[src/rtl/htfd_pkg.sv]
// Package with shared types, constants and the CRC-8 step of the frame decoder.
`default_nettype none

package htfd_pkg;

  localparam int unsigned LAST_POS = 6;

  localparam logic [7:0] CRC_POLY = 8'h31;
  localparam logic [7:0] CRC_INIT = 8'hFF;
  localparam logic [3:0] ATTEMPT_MAX = 4'hF;
  localparam logic [3:0] RETRY_LIMIT_RESET = 4'd5;

  // Scale factors for hundredths; the products are shifted right by 20.
  localparam logic [13:0] HUM_SCALE = 14'd10000;
  localparam logic [14:0] TEMP_SCALE = 15'd20000;
  localparam logic [14:0] TEMP_OFFSET = 15'd5000;

  typedef enum logic [1:0] {
    RC_OK      = 2'd0,
    RC_RETRY   = 2'd1,
    RC_TIMEOUT = 2'd2,
    RC_CRC_ERR = 2'd3
  } result_code_t;

  typedef struct packed {
    result_code_t code;
    logic [7:0]   status;
    logic [19:0]  hraw;
    logic [19:0]  traw;
  } job_t;

  function automatic logic [7:0] crc8_fold(input logic [7:0] crc, input logic [7:0] b);
    logic [7:0] c;
    c = crc ^ b;
    for (int i = 0; i < 8; i++) begin
      c = c[7] ? ((c << 1) ^ CRC_POLY) : (c << 1);
    end
    return c;
  endfunction

endpackage

`default_nettype wire

[src/rtl/htfd_front.sv]
// Front end: accepts bytes, tracks the frame, runs the CRC and classifies each frame.
`default_nettype none

module htfd_front (
  input  wire logic          clk,
  input  wire logic          rst_n,
  input  wire logic          cfg_wr_en,
  input  wire logic [3:0]    cfg_wr_data,
  input  wire logic          in_valid,
  output logic               in_ready,
  input  wire logic          in_kind,
  input  wire logic [7:0]    in_frame_byte,
  input  wire logic          q_full,
  output logic               q_push,
  output htfd_pkg::job_t     q_push_data
);
  import htfd_pkg::*;

  logic [3:0]  retry_limit_r;
  logic [2:0]  pos_r, pos_nxt;
  logic [7:0]  crc_r, crc_nxt;
  logic [3:0]  attempts_r, attempts_nxt;
  logic [47:0] frame_store_r;
  logic        store_we;
  logic        accept;
  logic [3:0]  attempts_inc;
  logic [7:0]  status;

  assign in_ready = !q_full;
  assign accept   = in_valid && in_ready;
  assign status   = frame_store_r[7:0];
  assign attempts_inc = (attempts_r == ATTEMPT_MAX) ? ATTEMPT_MAX : attempts_r + 4'd1;

  always_comb begin
    pos_nxt      = pos_r;
    crc_nxt      = crc_r;
    attempts_nxt = attempts_r;
    store_we     = 1'b0;
    q_push       = 1'b0;
    q_push_data.code   = RC_OK;
    q_push_data.status = status;
    q_push_data.hraw   = '0;
    q_push_data.traw   = '0;
    if (accept) begin
      if (!in_kind) begin
        pos_nxt      = '0;
        crc_nxt      = CRC_INIT;
        attempts_nxt = '0;
      end else if (pos_r < 3'(LAST_POS)) begin
        store_we = 1'b1;
        crc_nxt  = crc8_fold(crc_r, in_frame_byte);
        pos_nxt  = pos_r + 3'd1;
      end else begin
        q_push  = 1'b1;
        pos_nxt = '0;
        crc_nxt = CRC_INIT;
        if (status[7]) begin
          attempts_nxt     = attempts_inc;
          q_push_data.code = (attempts_inc >= retry_limit_r) ? RC_TIMEOUT : RC_RETRY;
        end else if (crc_r != in_frame_byte) begin
          q_push_data.code = RC_CRC_ERR;
        end else begin
          q_push_data.hraw = {frame_store_r[15:8], frame_store_r[23:16], frame_store_r[31:28]};
          q_push_data.traw = {frame_store_r[27:24], frame_store_r[39:32], frame_store_r[47:40]};
        end
      end
    end
  end

  always_ff @(posedge clk) begin
    if (!rst_n) begin
      retry_limit_r <= RETRY_LIMIT_RESET;
      pos_r         <= '0;
      crc_r         <= CRC_INIT;
      attempts_r    <= '0;
    end else begin
      if (cfg_wr_en) begin
        retry_limit_r <= cfg_wr_data;
      end
      pos_r      <= pos_nxt;
      crc_r      <= crc_nxt;
      attempts_r <= attempts_nxt;
    end
  end

  always_ff @(posedge clk) begin
    if (store_we) begin
      frame_store_r[{pos_r, 3'b000} +: 8] <= in_frame_byte;
    end
  end

endmodule

`default_nettype wire

[src/rtl/htfd_queue.sv]
// Two-entry queue of classified frames between the front end and the back end.
`default_nettype none

module htfd_queue (
  input  wire logic          clk,
  input  wire logic          rst_n,
  input  wire logic          push,
  input  wire htfd_pkg::job_t push_data,
  output logic               full,
  output logic               pop_valid,
  input  wire logic          pop_ready,
  output htfd_pkg::job_t     pop_data
);
  import htfd_pkg::*;

  job_t       entry_r [2];
  logic       wr_ptr_r;
  logic       rd_ptr_r;
  logic [1:0] count_r;
  logic       pop;

  assign full      = (count_r == 2'd2);
  assign pop_valid = (count_r != 2'd0);
  assign pop_data  = entry_r[rd_ptr_r];
  assign pop       = pop_valid && pop_ready;

  always_ff @(posedge clk) begin
    if (!rst_n) begin
      wr_ptr_r <= 1'b0;
      rd_ptr_r <= 1'b0;
      count_r  <= '0;
    end else begin
      if (push) begin
        wr_ptr_r <= !wr_ptr_r;
      end
      if (pop) begin
        rd_ptr_r <= !rd_ptr_r;
      end
      if (push && !pop) begin
        count_r <= count_r + 2'd1;
      end else if (pop && !push) begin
        count_r <= count_r - 2'd1;
      end
    end
  end

  always_ff @(posedge clk) begin
    if (push) begin
      entry_r[wr_ptr_r] <= push_data;
    end
  end

endmodule

`default_nettype wire

[src/rtl/htfd_back.sv]
// Back end: scales the raw readings in a multiply stage and holds the result register.
`default_nettype none

module htfd_back (
  input  wire logic               clk,
  input  wire logic               rst_n,
  input  wire logic               q_valid,
  output logic                    q_ready,
  input  wire htfd_pkg::job_t     q_data,
  output logic                    out_valid,
  input  wire logic               out_ready,
  output logic [1:0]              out_result_code,
  output logic [13:0]             out_humidity_centi,
  output logic signed [14:0]      out_temperature_centi,
  output logic [19:0]             out_hum_reading,
  output logic [19:0]             out_temp_reading,
  output logic [7:0]              out_sensor_status
);
  import htfd_pkg::*;

  logic         s1_valid_r;
  job_t         s1_job_r;
  logic [13:0]  s1_hc_r;
  logic [14:0]  s1_ts_r;
  logic [33:0]  hprod;
  logic [34:0]  tprod;
  logic         s1_adv;
  logic         out_adv;
  logic         out_valid_r;
  logic [1:0]   code_r;
  logic [13:0]  hc_r;
  logic [14:0]  tc_r;
  logic [19:0]  hraw_r;
  logic [19:0]  traw_r;
  logic [7:0]   status_r;
  logic         ok;

  assign out_adv = !out_valid_r || out_ready;
  assign s1_adv  = !s1_valid_r || out_adv;
  assign q_ready = s1_adv;

  assign hprod = 34'(q_data.hraw) * 34'(HUM_SCALE);
  assign tprod = 35'(q_data.traw) * 35'(TEMP_SCALE);
  assign ok    = (s1_job_r.code == RC_OK);

  always_ff @(posedge clk) begin
    if (!rst_n) begin
      s1_valid_r  <= 1'b0;
      out_valid_r <= 1'b0;
    end else begin
      if (s1_adv) begin
        s1_valid_r <= q_valid;
      end
      if (out_adv) begin
        out_valid_r <= s1_valid_r;
      end
    end
  end

  always_ff @(posedge clk) begin
    if (s1_adv && q_valid) begin
      s1_job_r <= q_data;
      s1_hc_r  <= hprod[33:20];
      s1_ts_r  <= tprod[34:20];
    end
    if (out_adv && s1_valid_r) begin
      code_r   <= s1_job_r.code;
      status_r <= s1_job_r.status;
      hraw_r   <= s1_job_r.hraw;
      traw_r   <= s1_job_r.traw;
      hc_r     <= ok ? s1_hc_r : '0;
      tc_r     <= ok ? (s1_ts_r - TEMP_OFFSET) : '0;
    end
  end

  assign out_valid             = out_valid_r;
  assign out_result_code       = code_r;
  assign out_humidity_centi    = hc_r;
  assign out_temperature_centi = signed'(tc_r);
  assign out_hum_reading       = hraw_r;
  assign out_temp_reading      = traw_r;
  assign out_sensor_status     = status_r;

endmodule

`default_nettype wire

[src/rtl/humidity_temp_frame_decoder.sv]
// A frame's result passes through the queue entry, the multiply stage and the output register.
// Throughput: one input transfer per cycle; the front end stalls only when its queue is full.
// Bytes that do not end a frame and start markers give no result; they wait only while the queue is full.
// The CRC-8 step is unrolled, so each byte is folded in the cycle it arrives.
// Reset (synchronous, active low) clears position, busy count, queue and valid flags;
// the CRC returns to its initial value and the retry limit to five.
`default_nettype none

module humidity_temp_frame_decoder (
  input  wire logic          clk,
  input  wire logic          rst_n,
  input  wire logic          cfg_wr_en,
  input  wire logic [3:0]    cfg_wr_data,
  input  wire logic          in_valid,
  output logic               in_ready,
  input  wire logic          in_kind,
  input  wire logic [7:0]    in_frame_byte,
  output logic               out_valid,
  input  wire logic          out_ready,
  output logic [1:0]         out_result_code,
  output logic [13:0]        out_humidity_centi,
  output logic signed [14:0] out_temperature_centi,
  output logic [19:0]        out_hum_reading,
  output logic [19:0]        out_temp_reading,
  output logic [7:0]         out_sensor_status
);
  import htfd_pkg::*;

  // The front end owns all frame state. It classifies a completed frame
  // (busy retry, busy timeout, CRC error or good) and hands the result
  // to the queue as a single job.
  logic q_push;
  job_t q_push_data;
  logic q_full;
  logic q_valid;
  logic q_ready;
  job_t q_data;

  htfd_front u_front (
    .clk           (clk),
    .rst_n         (rst_n),
    .cfg_wr_en     (cfg_wr_en),
    .cfg_wr_data   (cfg_wr_data),
    .in_valid      (in_valid),
    .in_ready      (in_ready),
    .in_kind       (in_kind),
    .in_frame_byte (in_frame_byte),
    .q_full        (q_full),
    .q_push        (q_push),
    .q_push_data   (q_push_data)
  );

  // The queue decouples input ready from the output handshake: in_ready
  // depends only on the registered fill count.
  htfd_queue u_queue (
    .clk       (clk),
    .rst_n     (rst_n),
    .push      (q_push),
    .push_data (q_push_data),
    .full      (q_full),
    .pop_valid (q_valid),
    .pop_ready (q_ready),
    .pop_data  (q_data)
  );

  // The back end multiplies the raw readings by the scale factors in one
  // registered stage, then subtracts the temperature offset and zeroes the
  // scaled humidity and temperature of non-good results as it loads the output register.
  htfd_back u_back (
    .clk                   (clk),
    .rst_n                 (rst_n),
    .q_valid               (q_valid),
    .q_ready               (q_ready),
    .q_data                (q_data),
    .out_valid             (out_valid),
    .out_ready             (out_ready),
    .out_result_code       (out_result_code),
    .out_humidity_centi    (out_humidity_centi),
    .out_temperature_centi (out_temperature_centi),
    .out_hum_reading       (out_hum_reading),
    .out_temp_reading      (out_temp_reading),
    .out_sensor_status     (out_sensor_status)
  );

endmodule

`default_nettype wire

[config.mk]
export PLATFORM = sky130hd
export DESIGN_NAME = humidity_temp_frame_decoder
export DESIGN_NICKNAME = d
export VERILOG_FILES = /design/src/rtl/htfd_pkg.sv /design/src/rtl/htfd_front.sv /design/src/rtl/htfd_queue.sv /design/src/rtl/htfd_back.sv /design/src/rtl/humidity_temp_frame_decoder.sv
export SDC_FILE = /design/constraint.sdc
export NUM_CORES = 1
export LEC_CHECK = 0
export BUFFER_PORTS_ARGS = -buffer_cell sky130_fd_sc_hd__buf_4
export CORE_MARGIN = 3
export CORE_UTILIZATION = 62
export DETAILED_ROUTE_END_ITERATION = 10
export PLACE_DENSITY = 0.91
export SYNTH_ARGS = -nofsm -noshare
export SYNTH_HDL_FRONTEND = slang
export SYNTH_HIERARCHICAL = 1
export SYNTH_SLANG_ARGS = --single-unit
export TNS_END_PERCENT = 5
[constraint.sdc]
create_clock -name clk -period 6.6 [get_ports clk]
set_input_delay 0.99 -clock clk [delete_from_list [all_inputs] [get_ports clk]]
set_output_delay 0.99 -clock clk [all_outputs]
set_load 0.02 [all_outputs]
Yosys cells after proc, flatten, opt, wreduce, memory -nomap -nowiden
Memories as Yosys holds them, arrays and structs flattened. A register that Yosys moved wholly into a read port is not among the register bits.
Index checks and enable logic that the tools add are counted.

operators by class
  bitwise logic cells = 9
  equality and inequality tests = 5
  muxes and demuxes = 40
  order comparisons = 2
  multiply operators = 2
  shift-type cells = 2
  reductions and logical operators = 18
  $add $sub $neg = 6

operator list
  operator                                                                count
  40-bit 2-to-1 mux                                                       5
  20-bit by 10-bit multiplier with 30-bit output, second input constant   2
  48-bit bitwise mux                                                      1
  6-bit 2-to-1 mux                                                        8
  8-bit by 8-bit variable shift with 48-bit output, first input constant  1
  8-bit by 8-bit variable part select with 48-bit output                  1
  3-bit NOT                                                               8
  2-bit 2-to-1 mux                                                        8
  4-bit 2-to-1 mux                                                        4
  8-bit 2-to-1 mux                                                        2
  15-bit by 13-bit subtractor with 15-bit output, second input constant   1
  1-bit 2-to-1 mux                                                        10
  8-bit inequality test                                                   1
  6-bit negator with 8-bit output                                         1
  8-bit XOR                                                               1
  1-bit logical NOT                                                       7
  3-bit 2-to-1 mux                                                        2
  1-bit logical AND                                                       5
  4-bit by 1-bit adder with 4-bit output, second input constant           1
  4-bit == test, second input constant                                    1
  4-bit greater-or-equal comparator                                       1
  2-bit nonzero test                                                      2
  3-bit by 1-bit adder with 3-bit output, second input constant           1
  3-bit less-than comparator, second input constant                       1
  8 further kinds                                                         9

word-level totals
  register bits = 231
  bits of input ports = 18
  word-level logic and storage cells = 107
  output and inout bits = 81
  memories kept = 1
  memory bits (writable) = 100

memory list
  memory           words  width  read ports  clocked after Yosys merged registers in  write ports  RTL line          RTL
  u_queue.entry_r  2      50     1           1                                        1            htfd_queue.sv:16  job_t entry_r [2];

Depth between registers and ports, before layout
Gate-level depths: netlist of run 1.

  depth in word-level cells = 19
  depth in mapped cells = 21
  depth with buffers taken out = 19

By module
The synthesis of run 1 kept the hierarchy.

modules (own cells, without submodules)
  module      instances  cells each  area each (um^2)
  htfd_back   1          843         10,855.4
  htfd_queue  1          178         3,814.9
  htfd_front  1          306         3,409.5

Worst setup path before layout of run 1
Ideal clock, no wire load.

  kind = reg-to-reg
  start = register (tool-made name)
  end = register u_back.s1_ts_r[14], data pin
  cell stages (with the launch flop) = 22
  arrival time = 4.894 ns
  period minus slack after synthesis = 5.155 ns
  path slack = 1.445 ns
  library setup time = 0.260 ns
  required time = 6.340 ns
  path through = dfxtp_1 > clkbuf_1 > buf_2 > mux2_2 > inv_1 > fa_1 > inv_1 > ha_1 > fa_1 > ha_1 > inv_1 > fa_1 > inv_1 > ha_1 > a21o_1 > a21oi_1 > o21a_1 > o311a_4 > a21oi_4 > a311oi_2 > o21bai_2 > xor2_1

RTL lines
  what                    RTL line         RTL
  end signal: assignment  htfd_back.sv:64  s1_ts_r <= tprod[34:20];
  end: declaration        htfd_back.sv:24  logic [14:0] s1_ts_r;

==> results of run 1 <==
==> critical path: stages (launching register included) <==
cell                       delay (ns)
sky130_fd_sc_hd__dfxtp_2         0.34
sky130_fd_sc_hd__buf_12          0.25
sky130_fd_sc_hd__mux2_2          0.48
sky130_fd_sc_hd__inv_1           0.18
sky130_fd_sc_hd__fa_1            0.44
sky130_fd_sc_hd__inv_1           0.07
sky130_fd_sc_hd__ha_1            0.24
sky130_fd_sc_hd__fa_1            0.48
sky130_fd_sc_hd__ha_1            0.29
sky130_fd_sc_hd__inv_1           0.05
sky130_fd_sc_hd__fa_1            0.50
sky130_fd_sc_hd__inv_1           0.04
sky130_fd_sc_hd__ha_1            0.34
sky130_fd_sc_hd__a21o_1          0.17
sky130_fd_sc_hd__a21o_1          0.19
sky130_fd_sc_hd__a21oi_2         0.18
sky130_fd_sc_hd__o211ai_2        0.17
sky130_fd_sc_hd__a31oi_4         0.28
sky130_fd_sc_hd__o211ai_2        0.15
sky130_fd_sc_hd__a31oi_2         0.23
sky130_fd_sc_hd__o311ai_1        0.10
==> cell type report <==
| type | instances | share of cell area (%) |
|---|---|---|
| Clock buffer | 42 | 4.542 |
| Timing Repair Buffer | 106 | 3.975 |
| Tap cell | 378 | 2.326 |
| Clock inverter | 22 | 1.015 |
| Sequential cell | 332 | 47.76 |
| Multi-Input combinational cell | 742 | 36.23 |
| Inverter | 225 | 4.154 |
==> state kept, by name (all words and copies together) (netlist names), named ones only <==
name,cells
u_queue/entry_r,100
u_back/s1_job_r,50
u_front/frame_store_r,48
u_back/out_hum_reading,20
u_back/out_temp_reading,20
u_back/out_temperature_centi,15
u_back/s1_ts_r,15
u_back/out_humidity_centi,14
u_back/s1_hc_r,14
u_back/out_sensor_status,8
u_front/crc_r,8
u_front/attempts_r,4
u_front/retry_limit_r,4
u_front/pos_r,3
u_back/out_result_code,2
u_queue/count_r,2
u_back/out_valid,1
u_back/s1_valid_r,1
u_queue/rd_ptr_r,1
u_queue/wr_ptr_r,1
==> path summary, 6_finish.rpt <==
| check | startpoint | to |
|---|---|---|
| setup / recovery | register | u_back/s1_hc_r[12]$_DFFE_PP_ |
| hold / removal | u_back/s1_job_r[24]$_DFFE_PP_ | u_back/out_hum_reading[4]$_DFFE_PP_ |
| setup reg to reg | register | u_back/s1_hc_r[12]$_DFFE_PP_ |
| hold reg to reg | u_back/s1_job_r[24]$_DFFE_PP_ | u_back/out_hum_reading[4]$_DFFE_PP_ |
==> cells in the mapped netlist (6+ instances only) <==
cell	count	area, sq um
sky130_fd_sc_hd__buf_4	8	60.06
sky130_fd_sc_hd__o21ai_1	10	50.05
sky130_fd_sc_hd__a21oi_1	29	145.1
sky130_fd_sc_hd__nor3_1	12	60.06
sky130_fd_sc_hd__dfxtp_1	26	520.5
sky130_fd_sc_hd__nand2b_1	9	56.30
sky130_fd_sc_hd__ha_1	170	2127
sky130_fd_sc_hd__fa_1	92	1842
sky130_fd_sc_hd__mux2_2	46	518.0
sky130_fd_sc_hd__a21o_1	20	150.1
sky130_fd_sc_hd__xor2_1	18	157.7
sky130_fd_sc_hd__xnor2_1	32	280.3
sky130_fd_sc_hd__inv_1	223	837.1
sky130_fd_sc_hd__nor2_1	47	176.4
sky130_fd_sc_hd__clkbuf_1	10	37.54
sky130_fd_sc_hd__nor2b_1	12	75.07
sky130_fd_sc_hd__edfxtp_1	306	9189
sky130_fd_sc_hd__nand4_1	10	62.56
sky130_fd_sc_hd__o21ai_0	7	35.03
sky130_fd_sc_hd__and2_1	114	713.2
sky130_fd_sc_hd__o21a_1	6	45.04
sky130_fd_sc_hd__nand3_1	10	50.05
sky130_fd_sc_hd__nand2_1	31	116.4
==> cells by family (layout without fill, tap and decap cells) <==
family / after synthesis / after routing
AO/OA/AOI/OAI: 109 / 109
XOR/XNOR: 55 / 55
adder cells (fa/ha/maj): 262 / 262
buffers and inverters: 253 / 395
flip-flops: 332 / 332
multiplexers: 53 / 53
AND/OR/NAND/NOR: 263 / 263
==> stage by stage <==
stage	hold WS (ns)	area, sq um	utilization [%]	worst slack (ns)
finish	0.4152	20330	72.00	1.084
global route	0.4218	20330	72.00	0.8366
detailed placement	0.4045	19200	68.00	1.151
floorplan	0.4003	18080	-	1.445
global placement	0.4008	19200	68.00	1.293
CTS	0.4174	20330	72.00	1.086
==> layer usage <==
| metal | up-vias | global-route usage, % | part of all wire, % |
|---|---|---|---|
| met4 | 2 | 8.183 | 3.3 |
| met5 | - | 0 | 0.039 |
| met3 | 99 | 4.033 | 6.3 |
| met2 | 337 | 37.82 | 50 |
| li1 | 4759 | - | - |
| met1 | 4992 | 29.51 | 41 |
==> results list, run 1 <==
- Status: completed
- Diodes inserted: 0
* Number of register bits inferred by synthesis: 332
* Fill cell count: approximately 1,700
- Detailed placement ended at an HPWL of around 23,000 microns.
- Asr flop ratio synth: 0%
- The longest clock path from root to sink contains 3 buffers.
* Die Wd: between 150 and 200 microns
- Compound-cell area share of the yosys netlist: between 4 and 5%
- Drt wl/cell: ~18 microns
- Relative to the synthesized area, the layout overhead comes to 12.46%.
* Final Max Slew Viols: 0
- STA puts the critical path data required time at just under 7 ns.
- RSZ-0062 raised after global routing: false
- Floorplan die area: between 30,000 and 40,000 sq um
- Final Setup Violations: 0
- The via count of the first global-routing pass came to roughly 11,000.
* Register area: 9711 sq um
- In the final layout, the share of cells above drive strength 1 is between 15 and 20%.
* Setup TNS Final: 0 ns
* Slew of the pin with the lowest slew margin: roughly 1.2 ns
- Leaving out fill and tap cells, the most frequent cell in the layout is sky130_fd_sc_hd__edfxtp_1.
- Final standard cell count with taps included and fillers excluded: ~1,800
* Number of nets in the layout: roughly 1,700
* Global-route wire length before repair: about 55,000 microns
* Post-CTS Hold Fix Bufs: 0
- For flop-to-flop paths, the worst setup slack is between 1 and 1.5 ns.
- The tightest min-delay check is of the reg -> reg type.
* Post-synthesis net count: between 1,500 and 2,000
- Distinct cell type count of the synthesized netlist: a little under 70
- Fraction of the mapped netlist area in simple logic gates: 8.131%
- Maximum operating frequency: ~0.18 GHz
- Counting instances, the worst hold path has a depth of 0.
- The synthesized netlist devotes between 20 and 25% of its cell area to adder and majority cells.
- Critical path start-end classification: reg -> reg
- Max cap viols: 0
- Post-CTS resize count: 0
- First-pass iteration count of the detailed router: 5
* Depth of the most critical reg-to-reg path: 20
- Multi-input gate area: between 7000 and 8000 sq um
- The mapped netlist covers about 18,000 sq um.
* Core footprint: between 20,000 and 30,000 sq um
- Total number of vias: 10,190
- The worst path needs between 5 and 6 ns of the cycle, external delays included.
- In this run, placement finished with an instance count of between 1,500 and 2,000.
* Max Clock Skew: between 0.02 and 0.03 ns
- The tree built by TritonCTS fans out to 332 sinks.
- Xor/xnor share of the synthesized area: under 10%
* Critical Path End Type: register
- The count of endpoints failing hold in the final timing report is 0.
- STA classifies the critical path startpoint as a register.
- STA puts the critical path data arrival time at 5.77 ns.
- Skew-Pair Late Insertion Delay: 0.52 ns
- Entering global routing, the biggest net connects 66 pins.
* Post-synth EDFFs: about 310
- Counting the buffers created by CTS gives 35.
* Boundary Pins: just under 100
- At the end of routability-driven placement, the weighted congestion stood at slightly below 0.9.
- The number of antenna violations at the first check in global routing is 1.
- Sequential elements use about 54% of the synthesized area.
* Starting density of the core: roughly 64%
- Clk pin slew, worst setup/hold paths: around 0.07 ns
* Vertical die dimension: between 150 and 200 microns
- Final Cycle Share: a little over four fifths
- The number of setup buffers added after CTS is 0.
- 1st-iter DRT viols: ~800
- Final WL: between 30,000 and 40,000 microns
- For this run, the leading register cell type out of synthesis is sky130_fd_sc_hd__edfxtp_1.
- The portion of synthesized area spent on multiplexers is 3.280%.
- After detailed routing, the number of vias per cell comes to about 5.5.
* Remaining design rule violation count: 0
- The initialized floorplan defines 61 standard-cell rows.
* Commonest cells after routing, fill and taps aside: sky130_fd_sc_hd__edfxtp_1, sky130_fd_sc_hd__inv_1, sky130_fd_sc_hd__ha_1
- Count of yosys warnings during synthesis: 6
- Clock root cell: sky130_fd_sc_hd__clkbuf_16
- Highest net fanout along the worst path: 50
* Average cell area after synthesis: approximately 14 sq um
- Gr usage total: between 20 and 25%
* Total congestion overflow after global routing: 0
- Max_slew headroom: ~22%
- In the synthesized netlist, the number of instances is about 1,300.
- In this run the number of H-tree levels came out at 2.
- TritonCTS built the clock tree.
- The count of buffers added on input and output ports is 98.
- Final antenna-violating net count: 0
- Largest family of logic cells by synthesized area: adder cells
Power of run 1 is not shown: default switching activity piles up to over one toggle a cycle in this logic, so the estimate is an artifact.
==> run 2, diff against run 1 <==
--- a/config.mk
+++ b/config.mk
@@ -7,9 +7,9 @@
 export LEC_CHECK = 0
 export BUFFER_PORTS_ARGS = -buffer_cell sky130_fd_sc_hd__buf_4
 export CORE_MARGIN = 3
-export CORE_UTILIZATION = 62
+export CORE_UTILIZATION = 56
 export DETAILED_ROUTE_END_ITERATION = 10
-export PLACE_DENSITY = 0.91
+export PLACE_DENSITY = 0.87
 export SYNTH_ARGS = -nofsm -noshare
 export SYNTH_HDL_FRONTEND = slang
 export SYNTH_HIERARCHICAL = 1
==> constraint.sdc (replaced) <==
create_clock -name clk -period 5 [get_ports clk]
set_input_delay 0.75 -clock clk [delete_from_list [all_inputs] [get_ports clk]]
set_output_delay 0.75 -clock clk [all_outputs]
set_load 0.02 [all_outputs]
==> results list, run 2 (synthesis gave the netlist of run 1 again) <==
* Total congestion overflow after global routing: 0
- Between clock sinks in the finished design, the worst skew comes to 0.01937 ns.
- Starting density of the core: between 50% and 60%
* Drt wl/cell: between 20 and 25 microns
- Clock latency on the worst-skew pair, taken at its later pin, is 0.53 ns.
* 1st-iter DRT viols: roughly 960
- Relative to the synthesized area, the layout overhead comes to 21.35%.
- Largest net degree at the start of global routing: 80
- The core region is about 32,000 sq um.
* Critical path data arrival time: approximately 5.5 ns
- The flow ran to the end, but the final reports show violations.
- Setup violations remaining at the end of the flow were counted as 13.
* WP data required: approximately 5.3 ns
- Number of hold violations in the final report: 0
- Via density per instance: roughly 5.8
- STA classifies the critical path startpoint as a register.
- Worst hold slack: ~0.42 ns
* Final antenna-violating net count: 0
- Clock root cell: sky130_fd_sc_hd__clkbuf_16
- The via count of the first global-routing pass is 11,210.
- Die Wd: 185.7 microns
- RSZ-0062 raised after global routing: true
* Final core utilization: between 60 and 70%
- Together, buffers and inverters on the worst path number 9.
- Leading registers by flop count: u_queue/entry_r (100), u_back/s1_job_r (50), u_front/frame_store_r (48)
* Max reg flops: 100
- Number of antenna violations at the first check in global routing: 1
* Vertical die dimension: around 190 microns
* CP Cell Sequence: buf_6, buf_6, buf_16, mux2_4, inv_4, fa_1, inv_1, ha_1, fa_1, ha_1, inv_2, fa_1, inv_1, ha_1, a21o_1, nor2_2, o2111a_2, buf_4, buf_4, nor2_1, a21oi_1, xnor2_1
* Number of buffers added on ports: between 90 and 100
* Total number of vias: around 11,000
- Cell count after placement: between 1,500 and 2,000
- The congestion estimate from routability-driven global placement came to 0.8506.
- The layout has slightly below 2,000 filler cells.
- Number of nets in the layout: between 1,500 and 2,000
- Clock buffer depth: 3
* Cell at the slowest stage of the critical path: sky130_fd_sc_hd__fa_1
- The library cell used most frequently in the layout, excluding fill and tap cells, is sky130_fd_sc_hd__edfxtp_1.
* Slew of the pin with the lowest slew margin: 1.238 ns
* Post-DP HPWL: around 23,000 microns
- Of the cells placed in the final design, the portion with a size suffix greater than 1 is 26.97%.
- Floorplan die area: roughly 34,000 sq um
- Boundary Pins: 99
* Commonest cells after routing, fill and taps aside: sky130_fd_sc_hd__edfxtp_1, sky130_fd_sc_hd__buf_4, sky130_fd_sc_hd__inv_1
* Final Cycle Share: 104.8%
- Max_slew headroom: about 17%
* Category of cells accounting for the largest share of critical-path delay: adder cells
- The number of clock buffers added by TritonCTS is 35.
- CTS Sinks: 332
* Maximum operating frequency: 0.1908 GHz
- Clk pin slew, worst setup/hold paths: 0.06 ns
- Hold repair after CTS inserted 0 buffers.
* Final WL: about 42,000 microns
- Violations in the final reports: negative setup slack
- Gr usage total: 21.09%
- The register with the most flip-flops in the final layout is u_queue/entry_r.
* Critical path start-end classification: reg -> reg
- The pre-antenna-repair detailed-routing pass consisted of 8 iterations.
- CTS HTree Levels: 2
- The path class of the tightest hold or removal check is reg -> reg.
- Row cnt: between 60 and 70
* Remaining design rule violation count: 0
- Clock tree from TritonCTS: yes
- Before CTS, the worst setup slack after placement is -0.1799 ns.
- Final period demand of the worst path: between 5 and 6 ns
- CP max stage delay: ~0.52 ns
- Across all setup checks in the final design, the least slack found is -0.2417 ns.
- 0 antenna diodes ended up in the layout.
* Final Max Slew Viols: 0
* Critical Path End Type: register
- Once layout is complete, the cells apart from fillers number approximately 2,000.
- The first global-routing pass estimated between 50,000 and 60,000 microns of wire.
- In this run the worst path has a maximum fanout of 8.
- Max cap viols: 0
==> run 2: cell types whose count changed in the layout (fill, tap and decap cells not counted), moves of 19 or more <==
cell,change
sky130_fd_sc_hd__inv_2,+19
sky130_fd_sc_hd__mux2_2,-31
sky130_fd_sc_hd__ha_4,+32
sky130_fd_sc_hd__inv_4,+20
sky130_fd_sc_hd__mux2_4,+31
sky130_fd_sc_hd__buf_4,+82
sky130_fd_sc_hd__inv_1,-41
sky130_fd_sc_hd__ha_1,-35
==> run 2: worst paths after layout <==
kind / from / endpoint / slack (ns) / cells past startpoint
setup / recovery: register / u_back/s1_hc_r[6]$_DFFE_PP_ / -0.24 / 22
hold / removal: u_back/s1_job_r[22]$_DFFE_PP_ / u_back/out_hum_reading[2]$_DFFE_PP_ / 0.42 / 0
setup reg to reg: register / u_back/s1_hc_r[6]$_DFFE_PP_ / -0.24 / 22
hold reg to reg: u_back/s1_job_r[22]$_DFFE_PP_ / u_back/out_hum_reading[2]$_DFFE_PP_ / 0.42 / 0
==> run 2: worst reg2reg max path: cells and delay by family, from the launching register on <==
kind	cells	cell delay, ns
xor gates and xnor gates	1	0.13
DFF	1	0.38
adders and majority gates	6	2.28
AOI/OAI and AO/OA	3	0.72
muxes	1	0.33
buffers and inverters	9	0.89
and+or+nand+nor	2	0.27
==> run 2: layout make-up <==
cell class                      instances  area [sq um]  area share (%)
Tap cell                              402         503.0           2.293
Clock inverter                         14         200.2          0.9125
Multi-Input combinational cell        742          7999           36.46
Timing Repair Buffer                  199          1619           7.380
Sequential cell                       332          9713           44.27
Inverter                              225         904.6           4.123
Clock buffer                           49          1001           4.562
==> run 2: timing repair <==
| item | CTS | global route |
|---|---|---|
| pin swaps | 17 | 77 |
| resized for setup | 54 | 107 |
| cloned | 3 | 1 |
| setup endpoints to repair | 13 | 18 |
| setup buffers | 8 | 17 |
==> run 2: routing by layer <==
metal	vias up	global-route usage (%)	part of all wire [%]
met3	186	3.654	7.1
met5	-	0	0
li1	4965	-	-
met2	592	36.14	50
met4	0	8.579	5.2
met1	5580	26.82	38
==> run 2: stage by stage <==
step           instance area, sq um  setup TNS [ns]
2_1_floorplan                 18090        -0.06278
3_3_place_gp                  19750               0
3_5_place_dp                  19750         -0.8957
4_1_cts                       21290       -0.002516
5_1_grt                       21940          -2.660
6_report                      21940          -1.314
Power of run 2 is left out for the same reason.
